File: src/rtl/crc8fr_pkg.sv
// Shared constants, control/status structs and the CRC-8 byte update
// for the framed byte receiver. No dependencies.
`default_nettype none

package crc8fr_pkg;

    localparam int MAX_PAYLOAD = 32;
    localparam int LEN_W       = $clog2(MAX_PAYLOAD + 1);
    localparam int PTR_W       = (MAX_PAYLOAD > 1) ? $clog2(MAX_PAYLOAD) : 1;
    localparam int PLEN_W      = 6;
    localparam int BIDX_W      = 5;

    localparam logic [7:0] START_BYTE    = 8'h01;
    localparam logic [7:0] END_BYTE      = 8'h04;
    localparam logic [7:0] POLY_RESET    = 8'h07;
    localparam logic [7:0] MAX_LEN_BYTE  = 8'(MAX_PAYLOAD);

    localparam logic CMD_BYTE    = 1'b0;
    localparam logic CMD_TIMEOUT = 1'b1;

    // header byte slots, in arrival order
    localparam logic [1:0] HDR_TYPE  = 2'd0;
    localparam logic [1:0] HDR_SEQ   = 2'd1;
    localparam logic [1:0] HDR_FLAGS = 2'd2;
    localparam logic [1:0] HDR_LEN   = 2'd3;

    typedef struct packed {
        logic frame_start;
        logic hdr_wr;
        logic pay_wr;
        logic crc_wr;
        logic emit_start;
        logic out_load;
        logic idx_inc;
    } dp_cmd_t;

    typedef struct packed {
        logic start_seen;
        logic hdr_last;
        logic len_bad;
        logic len_zero;
        logic pay_last;
        logic end_ok;
        logic emit_last;
        logic out_free;
    } dp_sts_t;

    // MSB-first CRC-8 update of one byte
    function automatic logic [7:0] crc8_feed(input logic [7:0] crc,
                                             input logic [7:0] data,
                                             input logic [7:0] poly);
        logic [7:0] v;
        v = crc ^ data;
        for (int k = 0; k < 8; k++) begin
            if (v[7]) begin
                v = {v[6:0], 1'b0} ^ poly;
            end else begin
                v = {v[6:0], 1'b0};
            end
        end
        return v;
    endfunction

endpackage

`default_nettype wire

File: src/rtl/crc8fr_ctrl.sv
// Frame receiver controller: state machine that sequences header,
// payload, CRC and end byte, then the result run. Uses crc8fr_pkg.
`default_nettype none

module crc8fr_ctrl (
    input  wire logic               aclk,
    input  wire logic               aresetn,
    input  wire logic               s_valid,
    input  wire logic               s_command,
    output logic                    s_ready,
    input  wire crc8fr_pkg::dp_sts_t sts,
    output crc8fr_pkg::dp_cmd_t     cmd
);

    typedef enum logic [6:0] {
        ST_HUNT    = 7'b0000001,
        ST_HDR     = 7'b0000010,
        ST_PAY     = 7'b0000100,
        ST_FCS     = 7'b0001000,
        ST_EOF     = 7'b0010000,
        ST_EMIT_RD = 7'b0100000,
        ST_EMIT_WR = 7'b1000000
    } state_t;

    state_t state_reg;
    state_t state_next;
    logic   acc;

    always_comb begin
        s_ready = (state_reg != ST_EMIT_RD) && (state_reg != ST_EMIT_WR);
    end

    assign acc = s_valid && s_ready;

    always_comb begin
        state_next = state_reg;
        cmd        = '0;
        case (state_reg)
            ST_EMIT_RD: begin
                state_next = ST_EMIT_WR;
            end
            ST_EMIT_WR: begin
                if (sts.out_free) begin
                    cmd.out_load = 1'b1;
                    if (sts.emit_last) begin
                        state_next = ST_HUNT;
                    end else begin
                        cmd.idx_inc = 1'b1;
                        state_next  = ST_EMIT_RD;
                    end
                end
            end
            ST_HUNT: begin
                if (acc && s_command == crc8fr_pkg::CMD_BYTE && sts.start_seen) begin
                    cmd.frame_start = 1'b1;
                    state_next      = ST_HDR;
                end
            end
            ST_HDR: begin
                if (acc) begin
                    if (s_command == crc8fr_pkg::CMD_TIMEOUT) begin
                        state_next = ST_HUNT;
                    end else if (sts.hdr_last && sts.len_bad) begin
                        state_next = ST_HUNT;
                    end else begin
                        cmd.hdr_wr = 1'b1;
                        if (sts.hdr_last) begin
                            state_next = sts.len_zero ? ST_FCS : ST_PAY;
                        end
                    end
                end
            end
            ST_PAY: begin
                if (acc) begin
                    if (s_command == crc8fr_pkg::CMD_TIMEOUT) begin
                        state_next = ST_HUNT;
                    end else begin
                        cmd.pay_wr = 1'b1;
                        if (sts.pay_last) begin
                            state_next = ST_FCS;
                        end
                    end
                end
            end
            ST_FCS: begin
                if (acc) begin
                    if (s_command == crc8fr_pkg::CMD_TIMEOUT) begin
                        state_next = ST_HUNT;
                    end else begin
                        cmd.crc_wr = 1'b1;
                        state_next = ST_EOF;
                    end
                end
            end
            ST_EOF: begin
                if (acc) begin
                    if (s_command == crc8fr_pkg::CMD_BYTE && sts.end_ok) begin
                        cmd.emit_start = 1'b1;
                        state_next     = ST_EMIT_RD;
                    end else begin
                        state_next = ST_HUNT;
                    end
                end
            end
            default: begin
                state_next = ST_HUNT;
            end
        endcase
    end

    always_ff @(posedge aclk) begin
        if (!aresetn) begin
            state_reg <= ST_HUNT;
        end else begin
            state_reg <= state_next;
        end
    end

endmodule

`default_nettype wire

File: src/rtl/crc8fr_dp.sv
// Frame receiver datapath: header registers, payload memory, CRC-8,
// polynomial register and result output register. Uses crc8fr_pkg.
`default_nettype none

module crc8fr_dp (
    input  wire logic                              aclk,
    input  wire logic                              aresetn,
    input  wire logic [7:0]                        rx_byte,
    input  wire logic                              cfg_wr,
    input  wire logic [7:0]                        cfg_data,
    input  wire crc8fr_pkg::dp_cmd_t               cmd,
    output crc8fr_pkg::dp_sts_t                    sts,
    input  wire logic                              m_ready,
    output logic                                   m_valid,
    output logic [7:0]                             m_frame_type,
    output logic [7:0]                             m_sequence_res,
    output logic [7:0]                             m_frame_flags,
    output logic [crc8fr_pkg::PLEN_W-1:0]          m_payload_length,
    output logic [7:0]                             m_payload_byte,
    output logic [crc8fr_pkg::BIDX_W-1:0]          m_byte_index,
    output logic [7:0]                             m_received_crc,
    output logic [7:0]                             m_next_sequence,
    output logic                                   m_last
);

    localparam int LEN_W = crc8fr_pkg::LEN_W;
    localparam int PTR_W = crc8fr_pkg::PTR_W;

    logic [7:0]       poly_reg;
    logic [7:0]       crc_reg;
    logic [7:0]       fcs_reg;
    logic [1:0]       hdr_idx_reg;
    logic [7:0]       type_reg;
    logic [7:0]       seq_reg;
    logic [7:0]       flags_reg;
    logic [LEN_W-1:0] len_reg;
    logic [LEN_W-1:0] cnt_reg;
    logic [PTR_W-1:0] idx_reg;
    logic [7:0]       rd_data_reg;
    logic [7:0]       pay_mem [crc8fr_pkg::MAX_PAYLOAD];
    logic [7:0]       crc_next;
    logic             m_valid_reg;

    logic [7:0]                     out_type_reg;
    logic [7:0]                     out_seq_reg;
    logic [7:0]                     out_flags_reg;
    logic [crc8fr_pkg::PLEN_W-1:0]  out_len_reg;
    logic [7:0]                     out_byte_reg;
    logic [crc8fr_pkg::BIDX_W-1:0]  out_idx_reg;
    logic [7:0]                     out_crc_reg;
    logic [7:0]                     out_nseq_reg;
    logic                           out_last_reg;

    assign crc_next = crc8fr_pkg::crc8_feed(crc_reg, rx_byte, poly_reg);

    always_comb begin
        sts.start_seen = (rx_byte == crc8fr_pkg::START_BYTE);
        sts.hdr_last   = (hdr_idx_reg == crc8fr_pkg::HDR_LEN);
        sts.len_bad    = (rx_byte > crc8fr_pkg::MAX_LEN_BYTE);
        sts.len_zero   = (rx_byte == 8'h00);
        sts.pay_last   = (LEN_W'(cnt_reg + LEN_W'(1)) == len_reg);
        sts.end_ok     = (rx_byte == crc8fr_pkg::END_BYTE) && (fcs_reg == crc_reg);
        sts.emit_last  = (len_reg == '0) ||
                         (LEN_W'(LEN_W'(idx_reg) + LEN_W'(1)) == len_reg);
        sts.out_free   = !m_valid_reg || m_ready;
    end

    // control registers
    always_ff @(posedge aclk) begin
        if (!aresetn) begin
            poly_reg    <= crc8fr_pkg::POLY_RESET;
            crc_reg     <= '0;
            fcs_reg     <= '0;
            hdr_idx_reg <= '0;
            cnt_reg     <= '0;
            idx_reg     <= '0;
            m_valid_reg <= 1'b0;
        end else begin
            if (cfg_wr) begin
                poly_reg <= cfg_data;
            end
            if (cmd.frame_start) begin
                crc_reg     <= '0;
                hdr_idx_reg <= '0;
                cnt_reg     <= '0;
            end
            if (cmd.hdr_wr) begin
                crc_reg     <= crc_next;
                hdr_idx_reg <= hdr_idx_reg + 2'd1;
            end
            if (cmd.pay_wr) begin
                crc_reg <= crc_next;
                cnt_reg <= cnt_reg + LEN_W'(1);
            end
            if (cmd.crc_wr) begin
                fcs_reg <= rx_byte;
            end
            if (cmd.emit_start) begin
                idx_reg <= '0;
            end else if (cmd.idx_inc) begin
                idx_reg <= idx_reg + PTR_W'(1);
            end
            if (cmd.out_load) begin
                m_valid_reg <= 1'b1;
            end else if (m_ready) begin
                m_valid_reg <= 1'b0;
            end
        end
    end

    // header capture
    always_ff @(posedge aclk) begin
        if (cmd.hdr_wr) begin
            case (hdr_idx_reg)
                crc8fr_pkg::HDR_TYPE:  type_reg  <= rx_byte;
                crc8fr_pkg::HDR_SEQ:   seq_reg   <= rx_byte;
                crc8fr_pkg::HDR_FLAGS: flags_reg <= rx_byte;
                crc8fr_pkg::HDR_LEN:   len_reg   <= LEN_W'(rx_byte);
                default:               len_reg   <= len_reg;
            endcase
        end
    end

    // payload memory, registered read
    always_ff @(posedge aclk) begin
        if (cmd.pay_wr) begin
            pay_mem[cnt_reg[PTR_W-1:0]] <= rx_byte;
        end
    end

    always_ff @(posedge aclk) begin
        rd_data_reg <= pay_mem[idx_reg];
    end

    // result register
    always_ff @(posedge aclk) begin
        if (cmd.out_load) begin
            out_type_reg  <= type_reg;
            out_seq_reg   <= seq_reg;
            out_flags_reg <= flags_reg;
            out_len_reg   <= crc8fr_pkg::PLEN_W'(len_reg);
            out_byte_reg  <= (len_reg == '0) ? 8'h00 : rd_data_reg;
            out_idx_reg   <= crc8fr_pkg::BIDX_W'(idx_reg);
            out_crc_reg   <= fcs_reg;
            out_nseq_reg  <= seq_reg + 8'd1;
            out_last_reg  <= sts.emit_last;
        end
    end

    assign m_valid          = m_valid_reg;
    assign m_frame_type     = out_type_reg;
    assign m_sequence_res   = out_seq_reg;
    assign m_frame_flags    = out_flags_reg;
    assign m_payload_length = out_len_reg;
    assign m_payload_byte   = out_byte_reg;
    assign m_byte_index     = out_idx_reg;
    assign m_received_crc   = out_crc_reg;
    assign m_next_sequence  = out_nseq_reg;
    assign m_last           = out_last_reg;

endmodule

`default_nettype wire

File: src/rtl/crc8_frame_receiver_unit.sv
// Top level of the framed byte receiver with CRC-8 check.
// Instantiates crc8fr_ctrl and crc8fr_dp; uses crc8fr_pkg.
`default_nettype none

// Framed byte receiver. Each input transaction carries one received byte
// (command 0) or a timeout (command 1, drops any partial frame). The block
// hunts for the 0x01 start byte, then takes type, sequence, flags and length,
// length payload bytes (at most 32; a larger length byte sends it back to
// hunting), a CRC byte and the 0x04 end byte. The CRC-8 is MSB first, starts
// at zero, covers type through payload and uses the polynomial held in the
// configuration register (reset value 0x07, top bit implied); write it only
// while the block is idle. A frame with a wrong CRC or end byte is dropped
// without any result. A good frame gives one result transaction per payload
// byte, or one with payload_byte and byte_index zero for an empty payload;
// last marks the final one and next_sequence carries sequence + 1.
// Timing: while a frame is being received one byte is taken every cycle.
// After a good end byte s_ready stays low while the results go out: each
// result is a payload memory read, then a load of the output register, and
// that load waits while m_ready is low and the register is still full. The
// last result may still sit in the output register while the next frame is
// being received.
module crc8_frame_receiver_unit (
    input  wire logic                              aclk,
    input  wire logic                              aresetn,
    // byte input
    input  wire logic                              s_valid,
    output logic                                   s_ready,
    input  wire logic                              s_command,
    input  wire logic [7:0]                        s_rx_byte,
    // polynomial register write
    input  wire logic                              cfg_valid,
    output logic                                   cfg_ready,
    input  wire logic [7:0]                        cfg_data,
    // result output
    output logic                                   m_valid,
    input  wire logic                              m_ready,
    output logic [7:0]                             m_frame_type,
    output logic [7:0]                             m_sequence_res,
    output logic [7:0]                             m_frame_flags,
    output logic [crc8fr_pkg::PLEN_W-1:0]          m_payload_length,
    output logic [7:0]                             m_payload_byte,
    output logic [crc8fr_pkg::BIDX_W-1:0]          m_byte_index,
    output logic [7:0]                             m_received_crc,
    output logic [7:0]                             m_next_sequence,
    output logic                                   m_last
);

    crc8fr_pkg::dp_cmd_t cmd;
    crc8fr_pkg::dp_sts_t sts;

    // the register is always writable: a write transaction completes at once
    assign cfg_ready = 1'b1;

    crc8fr_ctrl u_ctrl (
        .aclk      (aclk),
        .aresetn   (aresetn),
        .s_valid   (s_valid),
        .s_command (s_command),
        .s_ready   (s_ready),
        .sts       (sts),
        .cmd       (cmd)
    );

    crc8fr_dp u_dp (
        .aclk             (aclk),
        .aresetn          (aresetn),
        .rx_byte          (s_rx_byte),
        .cfg_wr           (cfg_valid && cfg_ready),
        .cfg_data         (cfg_data),
        .cmd              (cmd),
        .sts              (sts),
        .m_ready          (m_ready),
        .m_valid          (m_valid),
        .m_frame_type     (m_frame_type),
        .m_sequence_res   (m_sequence_res),
        .m_frame_flags    (m_frame_flags),
        .m_payload_length (m_payload_length),
        .m_payload_byte   (m_payload_byte),
        .m_byte_index     (m_byte_index),
        .m_received_crc   (m_received_crc),
        .m_next_sequence  (m_next_sequence),
        .m_last           (m_last)
    );

endmodule

`default_nettype wire

File: config.mk
export PLATFORM = sky130hd
export DESIGN_NAME = crc8_frame_receiver_unit
export DESIGN_NICKNAME = d
export VERILOG_FILES = /design/src/rtl/crc8fr_pkg.sv /design/src/rtl/crc8fr_ctrl.sv /design/src/rtl/crc8fr_dp.sv /design/src/rtl/crc8_frame_receiver_unit.sv
export SDC_FILE = /design/constraint.sdc
export NUM_CORES = 1
export LEC_CHECK = 0
export BUFFER_PORTS_ARGS = -buffer_cell sky130_fd_sc_hd__buf_4
export CAP_MARGIN = 20
export CORE_MARGIN = 10
export CORE_UTILIZATION = 55
export DETAILED_ROUTE_END_ITERATION = 6
export PLACE_DENSITY_LB_ADDON = 0.3
export SETUP_SLACK_MARGIN = 0.02
export SYNTH_ARGS = -nofsm -noshare
export SYNTH_HDL_FRONTEND = slang
export SYNTH_SLANG_ARGS = --single-unit
File: constraint.sdc
create_clock -name aclk -period 3.9 [get_ports aclk]
set_clock_uncertainty 0.2 [all_clocks]
set_input_delay 0.78 -clock aclk [delete_from_list [all_inputs] [get_ports aclk]]
set_output_delay 0.78 -clock aclk [all_outputs]
set_load 0.02 [all_outputs]
==> impl_metrics.tcl <==
set metrics [dict create \
    status "finished, final reports clean" \
    finish.net_count 1311 \
    ant_nets 0 \
    hpwlAfterDp_um 25300 \
    wirelength_um 39900 \
    slew_headroom 0.334 \
    largest_reg_flops 256 \
    layout-drive-gt1-share 0.302 \
    via_per_inst 6.03 \
    die_w_um 196 \
    grt.total_usage 0.206 \
    grt_overflow_total 0 \
    synth-edff-count 346 \
    netlist.area_leader.share 0.608 \
    syn-cell-area_mm2 0.0171 \
    synthMuxAreaShare 0.124 \
    insertion_delay_ns 0.53 \
    first_iter_violations 1162 \
    cts_hold_buf 0 \
    min_from "u_dp.type_reg[3]" \
    fin_crit_ns 3.88 \
    fmax_ghz 0.258 \
    syn_nets 1114 \
    hold_viol 0 \
    setup_tns_ns 0 \
    syn_avg_cell_area_um2 15.8 \
    synth_xor_area_frac 0.0490 \
    die_h_um 196 \
    core-area_mm2 0.0307 \
    synth_cell_types 80 \
    fp-row-count 64 \
    die-area_mm2 0.0385 \
    cts_buffers 39 \
    slowest_delay_ns 0.58 \
    hold_class "reg -> reg" \
    fin_crit_sh 0.994 \
    cp_common_cell "xnor2_4" \
    start_util 0.557 \
    synthTopCellsByArea "edfxtp_1, mux4_2, dfxtp_1" \
    rsz0062_at_grt "yes" \
    io_buffers 83 \
    antenna_found_initial 1 \
    synthCells 1082 \
    r2r-start "u_dp.crc_reg[7]" \
    mostFrequentLayoutCell "edfxtp_1" \
    setup_viol 0 \
    wl_per_cell_um 23.5 \
    worstMarginPinSlew_ns 1.00 \
    post-route-cell-area_mm2 0.0204 \
    gp_congestion 0.893 \
    crit_arrival_ns 4.08 \
    place_area_mm2 0.0191 \
    ios 85 \
    grt_pass1_vias 10300 \
    synthAdderAreaFrac 0.00732 \
    cts_root_buf "clkbuf_16" \
    path_class "in -> reg" \
    synth_top_family_by_area "multiplexers" \
    yosys.area.top_type "edfxtp_1" \
    leakagePower_uw 0.00696 \
    vias 10300 \
    endpoint_kind "flop" \
    dr.pass1.iters 5 \
    ys.flop_type "edfxtp_1" \
    grt_max_degree 67 \
    grt_pass1_wl_um 61700 \
    synth_compound_area_frac 0.0504 \
    yosysWarnings 0 \
    mostFrequentLayoutCells "edfxtp_1, buf_4, nor2_1" \
    post-route-drc-count 0 \
    crit_buf_inv 2 \
    place_inst 1631 \
    p_per_area_mw_per_mm2 436 \
    cts.sinks 399 \
    vdd_ir_drop_max_mv 0.372 \
    syn_to_final_growth_pct 19.3 \
    crit_family "compound AO/OA/AOI/OAI gates" \
    start_kind "primary input" \
    synth-simple-area-share 0.0842 \
    finalPower_uw 8900 \
    path_cells "buf_4 > xnor2_4 > buf_12 > xnor2_4 > mux2i_1 > a211o_1 > o211a_4 > or4b_4 > o2111ai_2 > xor3_2 > a211oi_4 > or4_1 > or3b_1" \
    max_cap_violations 0 \
    slew_viol_final 0 \
    h-tree-depth 2 \
    seq_area_frac_synth 0.670 \
    synth-seq-cells 399 \
    clockBufferDepth 3 \
    cp_data_required_time_ns 4.11 \
    path_max_fanout 8 \
    cts_tree "yes" \
    crit_slowest_cell "xor3_2" \
    fillCellCount 2055 \
    clkTransAtPathRegs_ns 0.06 \
    instances_no_fill 1701 \
    async_reset_ff_frac 0 \
    crit_start "s_rx_byte[7]" \
]
## report_power, final
group | switching (uW) | total [uW] | internal (uW) | leakage, uW
Clock | 1520 | 3510 | 1990 | 0.000561
Sequential | 14.8 | 4640 | 4630 | 0.00352
Combinational | 402 | 752 | 350 | 0.00288
Total | 1940 | 8900 | 6960 | 0.00696
## synthesized netlist by cell type, drive strengths merged (8+ instances only)
library cell and n:
mux2 8, mux2i 23, mux4 80, nor3 17, nand4 8, o21ai 29
a21oi 30, nor2 95, and2 18, xor2 27, xnor2 52, and3 9
ha 10, nand3 26, nand2 71, inv 15, edfxtp 346, o211ai 9
buf 17, dfxtp 53, clkbuf 33
## area by class of cell
cell class | count | area [um^2] | area share
antenna | 1 | 2.50 | 0.000123
clock buffer | 48 | 1020 | 0.0500
clock inverter | 18 | 146 | 0.00718
inverter | 15 | 56.3 | 0.00276
multi-input combinational | 618 | 5610 | 0.275
sequential | 399 | 11500 | 0.562
tap | 396 | 495 | 0.0243
timing repair buffer | 206 | 1610 | 0.0789
## cell families after synthesis
family,after synthesis
AO/OA/AOI/OAI,122
XOR/XNOR,82
adder cells (fa/ha/maj),10
buffers and inverters,65
flip-flops,399
multiplexers,111
other,1
AND/OR/NAND/NOR,292
## final timing paths
kind	to	slack (ns)	depth (start not counted)
worst max register to register	u_dp.crc_reg[5]	0.03	12
worst min-delay path	u_dp.m_frame_type[3]	0.22	0
worst min register to register	u_dp.m_frame_type[3]	0.22	0
worst max-delay path	u_dp.crc_reg[5]	0.02	13
## worst register-to-register path: stages, from the launching register on
cell	delay [ns]
dfxtp_4	0.40
xnor2_4	0.25
buf_12	0.16
xnor2_4	0.13
mux2i_1	0.10
a211o_1	0.35
o211a_4	0.25
or4b_4	0.48
o2111ai_2	0.09
xor3_2	0.58
a211oi_4	0.30
or4_1	0.14
or3b_1	0.33
## metal layers
metal,routed length (um),share of wire,GRT usage,vias to the layer above
met4,951,0.024,0.0650,0
met2,19600,0.49,0.333,467
met3,2950,0.074,0.0336,69
met1,16500,0.41,0.283,5128
met5,0,0,0,-
li1,-,-,-,4596
## metrics by stage
step | utilization | setup WS, ns | hold WS (ns)
floorplan | - | -0.169 | 0.200
global placement | 0.623 | -0.480 | 0.202
detailed placement | 0.623 | -0.511 | 0.205
CTS | 0.662 | 0.0266 | 0.219
global route | 0.665 | -0.119 | 0.224
finish | 0.665 | 0.0236 | 0.218
## what timing repair did
action / in CTS / in global routing
setup endpoints to repair: 7 / 7
resized for setup: 5 / 16
setup buffers: 1 / 3
pin swaps: 6 / 17
Power figures use the tool's default switching activity.
